--- config.mk ---
export PLATFORM = sky130hd
export DESIGN_NAME = dns_a_query_fixed_responder_core
export DESIGN_NICKNAME = d
export VERILOG_FILES = /design/src/dnsr_pkg.sv /design/src/dnsr_parse.sv /design/src/dns_a_query_fixed_responder_core.sv
export VERILOG_INCLUDE_DIRS = /design/src /design/src/src
export SDC_FILE = /design/constraint.sdc
export NUM_CORES = 1
export LEC_CHECK = 0
export BUFFER_PORTS_ARGS = -buffer_cell sky130_fd_sc_hd__buf_4
export CORE_MARGIN = 8
export CORE_UTILIZATION = 56
export CTS_BUF_LIST = sky130_fd_sc_hd__clkbuf_8
export DETAILED_ROUTE_END_ITERATION = 16
export PLACE_DENSITY = 0.78
export RECOVER_POWER = 25
export SETUP_SLACK_MARGIN = 0.15
export SYNTH_ARGS = -nofsm -noshare
export SYNTH_HDL_FRONTEND = slang
export SYNTH_HIERARCHICAL = 1
export SYNTH_SLANG_ARGS = --single-unit
--- constraint.sdc ---
create_clock -name clock -period 2.68 [get_ports clock]
set_input_delay 0.67 -clock clock [delete_from_list [all_inputs] [get_ports clock]]
set_output_delay 0.67 -clock clock [all_outputs]
set_load 0.02 [all_outputs]
--- src/assert_macros.svh ---
// assertion macros used by the responder core
`ifndef ASSERT_MACROS_SVH
`define ASSERT_MACROS_SVH

// checked on every clock edge outside reset
`define DNSR_ASSERT(lbl, prop, msg) \
   lbl: assert property (@(posedge clock) disable iff (reset) prop) else $error(msg);

// checked on every clock edge, reset included
`define DNSR_ASSERT_ALWAYS(lbl, prop, msg) \
   lbl: assert property (@(posedge clock) prop) else $error(msg);

`endif

--- src/dnsr_pkg.sv ---
// shared types, constants and answer-record helper for the dns responder
package dnsr_pkg;

   localparam int MAX_PACKET = 512;
   localparam int NAME_LIMIT = 256;

   localparam int POS_W    = $clog2(MAX_PACKET) + 1;
   localparam int NLEN_W   = $clog2(NAME_LIMIT);
   localparam int SUM_W    = ((NLEN_W > 8) ? NLEN_W : 8) + 1;
   localparam int ANS_LEN  = 16;
   localparam int ANS_IDX_W = $clog2(ANS_LEN);
   localparam int CSR_IDX_W = 1;
   localparam int CSR_W    = 32;

   // header offsets that get rewritten or checked, and the send length bound
   localparam logic [POS_W-1:0] POS_FLAGS_HI = POS_W'(2);
   localparam logic [POS_W-1:0] POS_FLAGS_LO = POS_W'(3);
   localparam logic [POS_W-1:0] POS_ANCNT_HI = POS_W'(6);
   localparam logic [POS_W-1:0] POS_ANCNT_LO = POS_W'(7);
   localparam logic [POS_W-1:0] POS_HDR_LAST = POS_W'(11);
   localparam logic [POS_W-1:0] POS_SEND_MAX = POS_W'(MAX_PACKET - ANS_LEN);

   localparam logic [15:0] RSP_FLAGS   = 16'h8180;
   localparam logic [15:0] RSP_ANCOUNT = 16'h0001;
   localparam logic [15:0] ANS_NAME_PTR = 16'hC00C;
   localparam logic [15:0] TYPE_A      = 16'h0001;
   localparam logic [15:0] CLASS_IN    = 16'h0001;
   localparam logic [15:0] RDLEN_A     = 16'h0004;
   localparam logic [31:0] QUESTION_OK = {TYPE_A, CLASS_IN};

   localparam logic [CSR_W-1:0] ADDRESS_RESET = 32'hC0A8_0401;
   localparam logic [CSR_W-1:0] TTL_RESET     = 32'd60;

   localparam logic [CSR_IDX_W-1:0] CSR_ANSWER_ADDRESS = 1'b0;
   localparam logic [CSR_IDX_W-1:0] CSR_ANSWER_TTL     = 1'b1;

   typedef enum logic [2:0] {
      PH_HEADER = 3'd0,
      PH_LABLEN = 3'd1,
      PH_LABEL  = 3'd2,
      PH_PTRLO  = 3'd3,
      PH_QUEST  = 3'd4,
      PH_DONE   = 3'd5,
      PH_BAD    = 3'd6
   } phase_type;

   typedef struct packed {
      logic [7:0] echo_byte;
      logic       send_ok;
   } parse_result_type;

   function automatic logic [7:0] answer_byte(input logic [ANS_IDX_W-1:0] idx,
                                              input logic [CSR_W-1:0] ttl,
                                              input logic [CSR_W-1:0] addr);
      logic [7:0] b;
      unique case (idx)
         4'd0:  b = ANS_NAME_PTR[15:8];
         4'd1:  b = ANS_NAME_PTR[7:0];
         4'd2:  b = TYPE_A[15:8];
         4'd3:  b = TYPE_A[7:0];
         4'd4:  b = CLASS_IN[15:8];
         4'd5:  b = CLASS_IN[7:0];
         4'd6:  b = ttl[31:24];
         4'd7:  b = ttl[23:16];
         4'd8:  b = ttl[15:8];
         4'd9:  b = ttl[7:0];
         4'd10: b = RDLEN_A[15:8];
         4'd11: b = RDLEN_A[7:0];
         4'd12: b = addr[31:24];
         4'd13: b = addr[23:16];
         4'd14: b = addr[15:8];
         4'd15: b = addr[7:0];
         default: b = 8'h00;
      endcase
      return b;
   endfunction

endpackage

--- src/dnsr_parse.sv ---
// per-byte header rewrite and question parser with send verdict
module dnsr_parse (
   input  logic                        clock,
   input  logic                        reset,
   input  logic                        byte_fire,
   input  logic [7:0]                  data_byte,
   input  logic                        frame_end,
   output dnsr_pkg::parse_result_type  result
);
   import dnsr_pkg::*;

   logic [POS_W-1:0]  pos_ff, pos_in;
   phase_type         phase_ff, phase_in;
   logic [7:0]        lrem_ff, lrem_in;
   logic [NLEN_W-1:0] nlen_ff, nlen_in;
   logic [31:0]       qwords_ff, qwords_in;
   logic [2:0]        qcnt_ff, qcnt_in;
   logic              reject_ff, reject_in;
   logic [SUM_W-1:0]  name_sum;
   logic [2:0]        qcnt_inc;

   assign name_sum = SUM_W'(nlen_ff) + SUM_W'(data_byte) + SUM_W'(1);
   assign qcnt_inc = qcnt_ff + 3'd1;

   always_comb begin
      pos_in    = (pos_ff == {POS_W{1'b1}}) ? pos_ff : pos_ff + POS_W'(1);
      phase_in  = phase_ff;
      lrem_in   = lrem_ff;
      nlen_in   = nlen_ff;
      qwords_in = qwords_ff;
      qcnt_in   = qcnt_ff;
      reject_in = reject_ff;
      unique case (phase_ff)
         PH_HEADER: begin
            // response bit already set in the query
            if (pos_ff == POS_FLAGS_HI && data_byte[7]) reject_in = 1'b1;
            if (pos_ff == POS_HDR_LAST) phase_in = PH_LABLEN;
         end
         PH_LABLEN: begin
            priority if (data_byte == 8'h00) begin
               phase_in = PH_QUEST;
            end else if (data_byte[7:6] == 2'b11) begin
               phase_in = PH_PTRLO;
            end else if (name_sum >= SUM_W'(NAME_LIMIT)) begin
               reject_in = 1'b1;
               phase_in  = PH_BAD;
            end else begin
               nlen_in  = name_sum[NLEN_W-1:0];
               lrem_in  = data_byte;
               phase_in = PH_LABEL;
            end
         end
         PH_LABEL: begin
            lrem_in = lrem_ff - 8'd1;
            if (lrem_in == 8'd0) phase_in = PH_LABLEN;
         end
         PH_PTRLO: phase_in = PH_QUEST;
         PH_QUEST: begin
            qwords_in = {qwords_ff[23:0], data_byte};
            qcnt_in   = qcnt_inc;
            if (qcnt_inc >= 3'd4) phase_in = PH_DONE;
         end
         PH_DONE, PH_BAD: begin
         end
         default: begin
         end
      endcase
   end

   always_comb begin
      unique case (pos_ff)
         POS_FLAGS_HI: result.echo_byte = RSP_FLAGS[15:8];
         POS_FLAGS_LO: result.echo_byte = RSP_FLAGS[7:0];
         POS_ANCNT_HI: result.echo_byte = RSP_ANCOUNT[15:8];
         POS_ANCNT_LO: result.echo_byte = RSP_ANCOUNT[7:0];
         default:      result.echo_byte = data_byte;
      endcase
      result.send_ok = !reject_in && phase_in == PH_DONE &&
                       qwords_in == QUESTION_OK && pos_in <= POS_SEND_MAX;
   end

   always_ff @(posedge clock) begin
      if (reset || (byte_fire && frame_end)) begin
         pos_ff    <= '0;
         phase_ff  <= PH_HEADER;
         lrem_ff   <= '0;
         nlen_ff   <= '0;
         qwords_ff <= '0;
         qcnt_ff   <= '0;
         reject_ff <= 1'b0;
      end else if (byte_fire) begin
         pos_ff    <= pos_in;
         phase_ff  <= phase_in;
         lrem_ff   <= lrem_in;
         nlen_ff   <= nlen_in;
         qwords_ff <= qwords_in;
         qcnt_ff   <= qcnt_in;
         reject_ff <= reject_in;
      end
   end

endmodule

--- src/dns_a_query_fixed_responder_core.sv ---
// dns a-query responder top level: csr, output register and answer append
// a query byte is registered and appears at rsp in the cycle after its transaction
// throughput: one byte per cycle while rsp_ready is high; the byte marked frame_end adds
//   16 answer bytes, during which req_ready is low for 16 output transactions
// reset: synchronous, clears parser and output state; address 192.168.4.1, ttl 60
module dns_a_query_fixed_responder_core (
   input  logic                           clock,
   input  logic                           reset,
   input  logic                           req_valid,
   output logic                           req_ready,
   input  logic [7:0]                     req_data_byte,
   input  logic                           req_frame_end,
   output logic                           rsp_valid,
   input  logic                           rsp_ready,
   output logic [7:0]                     rsp_out_byte,
   output logic                           rsp_out_end,
   output logic                           rsp_send_frame,
   input  logic                           csr_write_en,
   input  logic [dnsr_pkg::CSR_IDX_W-1:0] csr_index,
   input  logic [dnsr_pkg::CSR_W-1:0]     csr_wdata
);
   import dnsr_pkg::*;
   `include "assert_macros.svh"

   logic [CSR_W-1:0]     addr_ff, ttl_ff;
   logic                 valid_ff, valid_in;
   logic [7:0]           byte_ff, byte_in;
   logic                 end_ff, end_in;
   logic                 send_ff, send_in;
   logic                 append_ff, append_in;
   logic [ANS_IDX_W-1:0] idx_ff, idx_in;
   logic                 verdict_ff, verdict_in;
   logic                 out_load;
   logic                 req_fire;
   logic                 req_fire_last;
   parse_result_type     parse_res;

   assign out_load      = !valid_ff || rsp_ready;
   assign req_ready     = out_load && !append_ff;
   assign req_fire      = req_valid && req_ready;
   assign req_fire_last = req_fire && req_frame_end;

   dnsr_parse u_parse (
      .clock     (clock),
      .reset     (reset),
      .byte_fire (req_fire),
      .data_byte (req_data_byte),
      .frame_end (req_frame_end),
      .result    (parse_res)
   );

   always_comb begin
      valid_in   = valid_ff;
      byte_in    = byte_ff;
      end_in     = end_ff;
      send_in    = send_ff;
      append_in  = append_ff;
      idx_in     = idx_ff;
      verdict_in = verdict_ff;
      if (out_load) begin
         priority if (append_ff) begin
            valid_in = 1'b1;
            byte_in  = answer_byte(idx_ff, ttl_ff, addr_ff);
            end_in   = (idx_ff == {ANS_IDX_W{1'b1}});
            send_in  = end_in && verdict_ff;
            idx_in   = idx_ff + ANS_IDX_W'(1);
            if (end_in) append_in = 1'b0;
         end else if (req_fire) begin
            valid_in = 1'b1;
            byte_in  = parse_res.echo_byte;
            end_in   = 1'b0;
            send_in  = 1'b0;
            if (req_frame_end) begin
               append_in  = 1'b1;
               idx_in     = '0;
               verdict_in = parse_res.send_ok;
            end
         end else begin
            valid_in = 1'b0;
         end
      end
   end

   always_ff @(posedge clock) begin
      if (reset) begin
         valid_ff  <= 1'b0;
         append_ff <= 1'b0;
         idx_ff    <= '0;
         addr_ff   <= ADDRESS_RESET;
         ttl_ff    <= TTL_RESET;
      end else begin
         valid_ff  <= valid_in;
         append_ff <= append_in;
         idx_ff    <= idx_in;
         if (csr_write_en) begin
            unique case (csr_index)
               CSR_ANSWER_ADDRESS: addr_ff <= csr_wdata;
               CSR_ANSWER_TTL:     ttl_ff  <= csr_wdata;
               default: begin
               end
            endcase
         end
      end
   end

   always_ff @(posedge clock) begin
      byte_ff    <= byte_in;
      end_ff     <= end_in;
      send_ff    <= send_in;
      verdict_ff <= verdict_in;
   end

   assign rsp_valid      = valid_ff;
   assign rsp_out_byte   = byte_ff;
   assign rsp_out_end    = valid_ff && end_ff;
   assign rsp_send_frame = valid_ff && send_ff;

   `DNSR_ASSERT_ALWAYS(a_no_req_while_append, append_ff |-> !req_ready, "req_ready during answer append")
   `DNSR_ASSERT(a_append_starts_on_last, $rose(append_ff) |-> $past(req_fire_last), "append without last query byte")
   `DNSR_ASSERT(a_end_closes_append, (rsp_valid && rsp_out_end) |-> !append_ff, "frame end while answer still pending")
   `DNSR_ASSERT_ALWAYS(a_send_only_at_end, rsp_send_frame |-> rsp_out_end, "send verdict away from frame end")

endmodule

==> impl_metrics.env <==
export IMPL_status="completed"
export IMPL_grt_first_pass_wirelength_um=30100
export IMPL_numCtsBuffers=17
export IMPL_track_usage=0.2256
export IMPL_setup_viol=0
export IMPL_syn_num_nets=963
export IMPL_clock_latency_ns=0.46
export IMPL_ir_drop_uv=603.9
export IMPL_first_pass_iters=5
export IMPL_area_growth_pct=15.94
export IMPL_grt_pass1_vias=6087
export IMPL_synth_edf_count=11
export IMPL_crit_type="reg2reg"
export IMPL_combPwrFrac=0.101
export IMPL_placed_area_um2=7796
export IMPL_design_core_area_um2=12520
export IMPL_initial_utilization=0.5688
export IMPL_hold_start="csr_wdata[10]"
export IMPL_post_cts_setup_buffers=0
export IMPL_drive_gt1_frac=0.1527
export IMPL_dp_hpwl_um=12390
export IMPL_die_y_um=128.8
export IMPL_reg2reg_depth=10
export IMPL_ys_ff_latch=146
export IMPL_placementRows=41
export IMPL_antenna_found_initial=0
export IMPL_portBuffers=58
export IMPL_regToRegSetupSlack_ns=0.29
export IMPL_drc=0
export IMPL_seq_power_share=0.483
export IMPL_vias=6575
export IMPL_p_int_w=0.003642
export IMPL_fin_skew_ns=0.01340
export IMPL_fin_nets=1010
export IMPL_cellPowerDensity_nw_per_um2=581.1
export IMPL_synth_cells=897
export IMPL_clock_sinks=146
export IMPL_crit_path_end_kind="flop"
export IMPL_period_share=0.8929
export IMPL_swShare=0.2408
export IMPL_gr_total_overflow=0
export IMPL_slew_violations=0
export IMPL_synth_cell_type_count=70
export IMPL_grt_setup_unrepaired="false"
export IMPL_drt_iter0_drc=600
export IMPL_fill_cells=1070
export IMPL_syn_area_um2=7119
export IMPL_max_cap_viol_count=0
export IMPL_wl_um=18270
export IMPL_postCtsHoldBufs=0
export IMPL_power_switching_w=0.001155
export IMPL_avgViaCountPerCell=5.829
export IMPL_io_pins=59
export IMPL_cp_start_kind="flop"
export IMPL_slowest_stage="fa_2"
export IMPL_fin_area_um2=8254
export IMPL_ys_seq_area_frac=0.4260
export IMPL_cts_clk_slew_worst_paths_ns=0.08
export IMPL_r2r_start="u_parse/nlen_ff[0]"
export IMPL_arrival_ns=2.76
export IMPL_hold_ws_ns=0.4303
export IMPL_hold_depth=3
export IMPL_htree_levels=4
export IMPL_die_area_um2=16580
export IMPL_antennaDiodeCount=0
export IMPL_async_flop_share=0
export IMPL_cts_buffer_depth=2
export IMPL_wl_per_cell_um=16.20
export IMPL_clock_power_share=0.416
export IMPL_min_to="addr_ff[10]"
export IMPL_regToRegEndpoint="u_parse/lrem_ff[1]"
export IMPL_hold_path_class="in2reg"
export IMPL_antenna_left=0
export IMPL_die_w_um=128.8
export IMPL_crit_path_max_fanout=9
export IMPL_max_stage_delay_ns=0.39
export IMPL_synth_warning_count=6
export IMPL_static_leakage_power_nw=3.049
export IMPL_min_period_ns=2.393
export IMPL_synth_avg_cell_area_um2=7.937
export IMPL_grt_max_degree=71
export IMPL_hold_viol=0
export IMPL_place_congestion=0.9075
export IMPL_crit_chain="inv_1 -> ha_4 -> inv_2 -> fa_2 -> a211oi_2 -> o21bai_1 -> a31o_1 -> or3_4 -> buf_4 -> a311oi_2"
export IMPL_cts_tree="done"
export IMPL_clockRootBuffer="clkbuf_8"
export IMPL_synth_flop_cell="dfxtp_1"
export IMPL_worst_pin_slew_ns=1.382
export IMPL_fmax_mhz=417.9
export IMPL_crit_required_ns=3.05
export IMPL_cp_startpoint="u_parse/nlen_ff[0]"
export IMPL_slew_headroom=0.07895
-- power groups by stage --
stage	sequential, W	clock, W	combinational [W]
floorplan	0.00237	0	0.000259
global placement	0.00236	0	0.000472
detailed placement	0.00236	0	0.000478
CTS	0.00232	0.00202	0.000480
global route	0.00232	0.00211	0.000527
finish	0.00232	0.00200	0.000484
-- final cells by class --
type                       instances  area, um2  area share
multi-input combinational        671       3782      0.4582
sequential                       146       3033      0.3674
tap                              172      215.2     0.02607
timing repair buffer              91      689.4     0.08352
clock inverter                    11      182.7     0.02213
clock buffer                      20      275.3     0.03335
inverter                          17      76.32    0.009247
-- cells in the final DEF, fill, tap and decap left out, types with 7 or more instances in the layout --
| cell | synthesis | routed |
|---|---|---|
| edfxtp_1 | 11 | 11 |
| nand3b_1 | 14 | 14 |
| ha_1 | 18 | 17 |
| and2_1 | 7 | 7 |
| inv_1 | 16 | 14 |
| a221oi_1 | 8 | 7 |
| xnor2_1 | 12 | 12 |
| a211oi_1 | 12 | 11 |
| nor3_1 | 18 | 18 |
| clkbuf_8 | 0 | 20 |
| nor4_1 | 11 | 11 |
| buf_4 | 1 | 88 |
| a21oi_1 | 122 | 122 |
| mux2i_1 | 7 | 7 |
| o21ai_0 | 19 | 19 |
| a22o_1 | 7 | 7 |
| nor2_1 | 34 | 34 |
| nand2_1 | 244 | 243 |
| nor2b_1 | 11 | 10 |
| dfxtp_1 | 135 | 135 |
| o22ai_1 | 7 | 7 |
| and3_1 | 7 | 7 |
| nand3_1 | 20 | 20 |
-- what timing repair did --
action	CTS	global route
resized for setup	0	1
endpoints found under the hold margin	0	0
endpoints found under the setup margin	0	1
-- worst max-delay path: cells and delay by family (launching register included) --
| family | cells | cell delay [ns] |
|---|---|---|
| flops | 1 | 0.31 |
| simple gates | 1 | 0.36 |
| compound gates | 4 | 0.77 |
| fa+ha+maj | 2 | 0.53 |
| buf+inv | 3 | 0.33 |
-- through the flow --
step	power [W]	util	std cells	worst slack [ns]	TNS, ns
finish	0.004797	0.6594	1128	0.2870	0
global route	0.004963	0.6594	1128	0.1633	0
CTS	0.004816	0.6594	1128	0.2631	0
detailed placement	0.002843	0.6229	1097	-0.1524	-1.574
global placement	0.002836	0.6229	1097	-0.1192	-1.098
floorplan	0.002629	-	897	0.008922	0
-- registers in the layout, indices dropped and copies added, names as in the netlist --
register and cells:
u_parse/qcnt_ff 3, rsp_valid 1, u_parse/pos_ff 10, u_parse/nlen_ff 8, u_parse/lrem_ff 8, end_ff 1
u_parse/phase_ff 3, u_parse/reject_ff 1, idx_ff 4, append_ff 1, rsp_out_byte 8, send_ff 1
verdict_ff 1, u_parse/qwords_ff 32, ttl_ff 32, addr_ff 32
-- worst max-delay path by stage --
stage	to	slack, ns	cells after the start
3_3_place_gp	u_parse/lrem_ff[5]	-0.12	12
6_report	u_parse/lrem_ff[1]	0.29	10
3_5_place_dp	u_parse/lrem_ff[1]	-0.15	11
2_1_floorplan	u_parse/lrem_ff[0]	0.009	11
5_1_grt	u_parse/lrem_ff[1]	0.16	10
4_1_cts	u_parse/lrem_ff[1]	0.26	10
-- synthesized netlist by cell type (5+ instances only) --
master | count | area (um2)
nor3_1 | 18 | 90.09
nor2_1 | 34 | 127.6
and2_1 | 7 | 43.79
nand3_1 | 20 | 100.1
nand2_1 | 244 | 915.9
o21ai_0 | 19 | 95.09
dfxtp_1 | 135 | 2703
nand2b_1 | 6 | 37.54
nand3b_1 | 14 | 105.1
edfxtp_1 | 11 | 330.3
nor2b_1 | 11 | 68.82
a22o_1 | 7 | 61.31
a211oi_1 | 12 | 90.09
inv_1 | 16 | 60.06
nor3b_1 | 5 | 37.54
and3_1 | 7 | 43.79
a21oi_1 | 122 | 610.6
a22oi_1 | 5 | 37.54
buf_2 | 10 | 50.05
mux2i_1 | 7 | 70.07
nor4_1 | 11 | 68.82
xnor2_1 | 12 | 105.1
o22ai_1 | 7 | 43.79
nand4_1 | 6 | 37.54
o211ai_1 | 6 | 45.04
ha_1 | 18 | 225.2
xor2_1 | 5 | 43.79
a221oi_1 | 8 | 70.07
clkbuf_1 | 45 | 168.9
-- metal layers --
| metal | global-route usage | vias to the layer above | wire (um) |
|---|---|---|---|
| met2 | 0.3341 | 256 | 8054 |
| met4 | 0.09330 | 0 | 454 |
| li1 | - | 3221 | - |
| met3 | 0.04510 | 37 | 1388 |
| met5 | 0 | - | 0 |
| met1 | 0.3139 | 3061 | 8375 |
-- logic make-up (layout without fill, tap and decap cells) --
logic type                 Yosys count  count (layout)  synth area share
and+or+nand+nor                    396             396            0.2536
AOI/OAI and AO/OA                  227             227            0.1989
DFF                                146             146            0.4260
buffers and inverters               80             139           0.04780
adders and majority gates           19              19           0.03445
xor gates and xnor gates            17              17           0.02091
muxes                               12              12           0.01828
No activity file was read; power rests on OpenSTA's default activity.
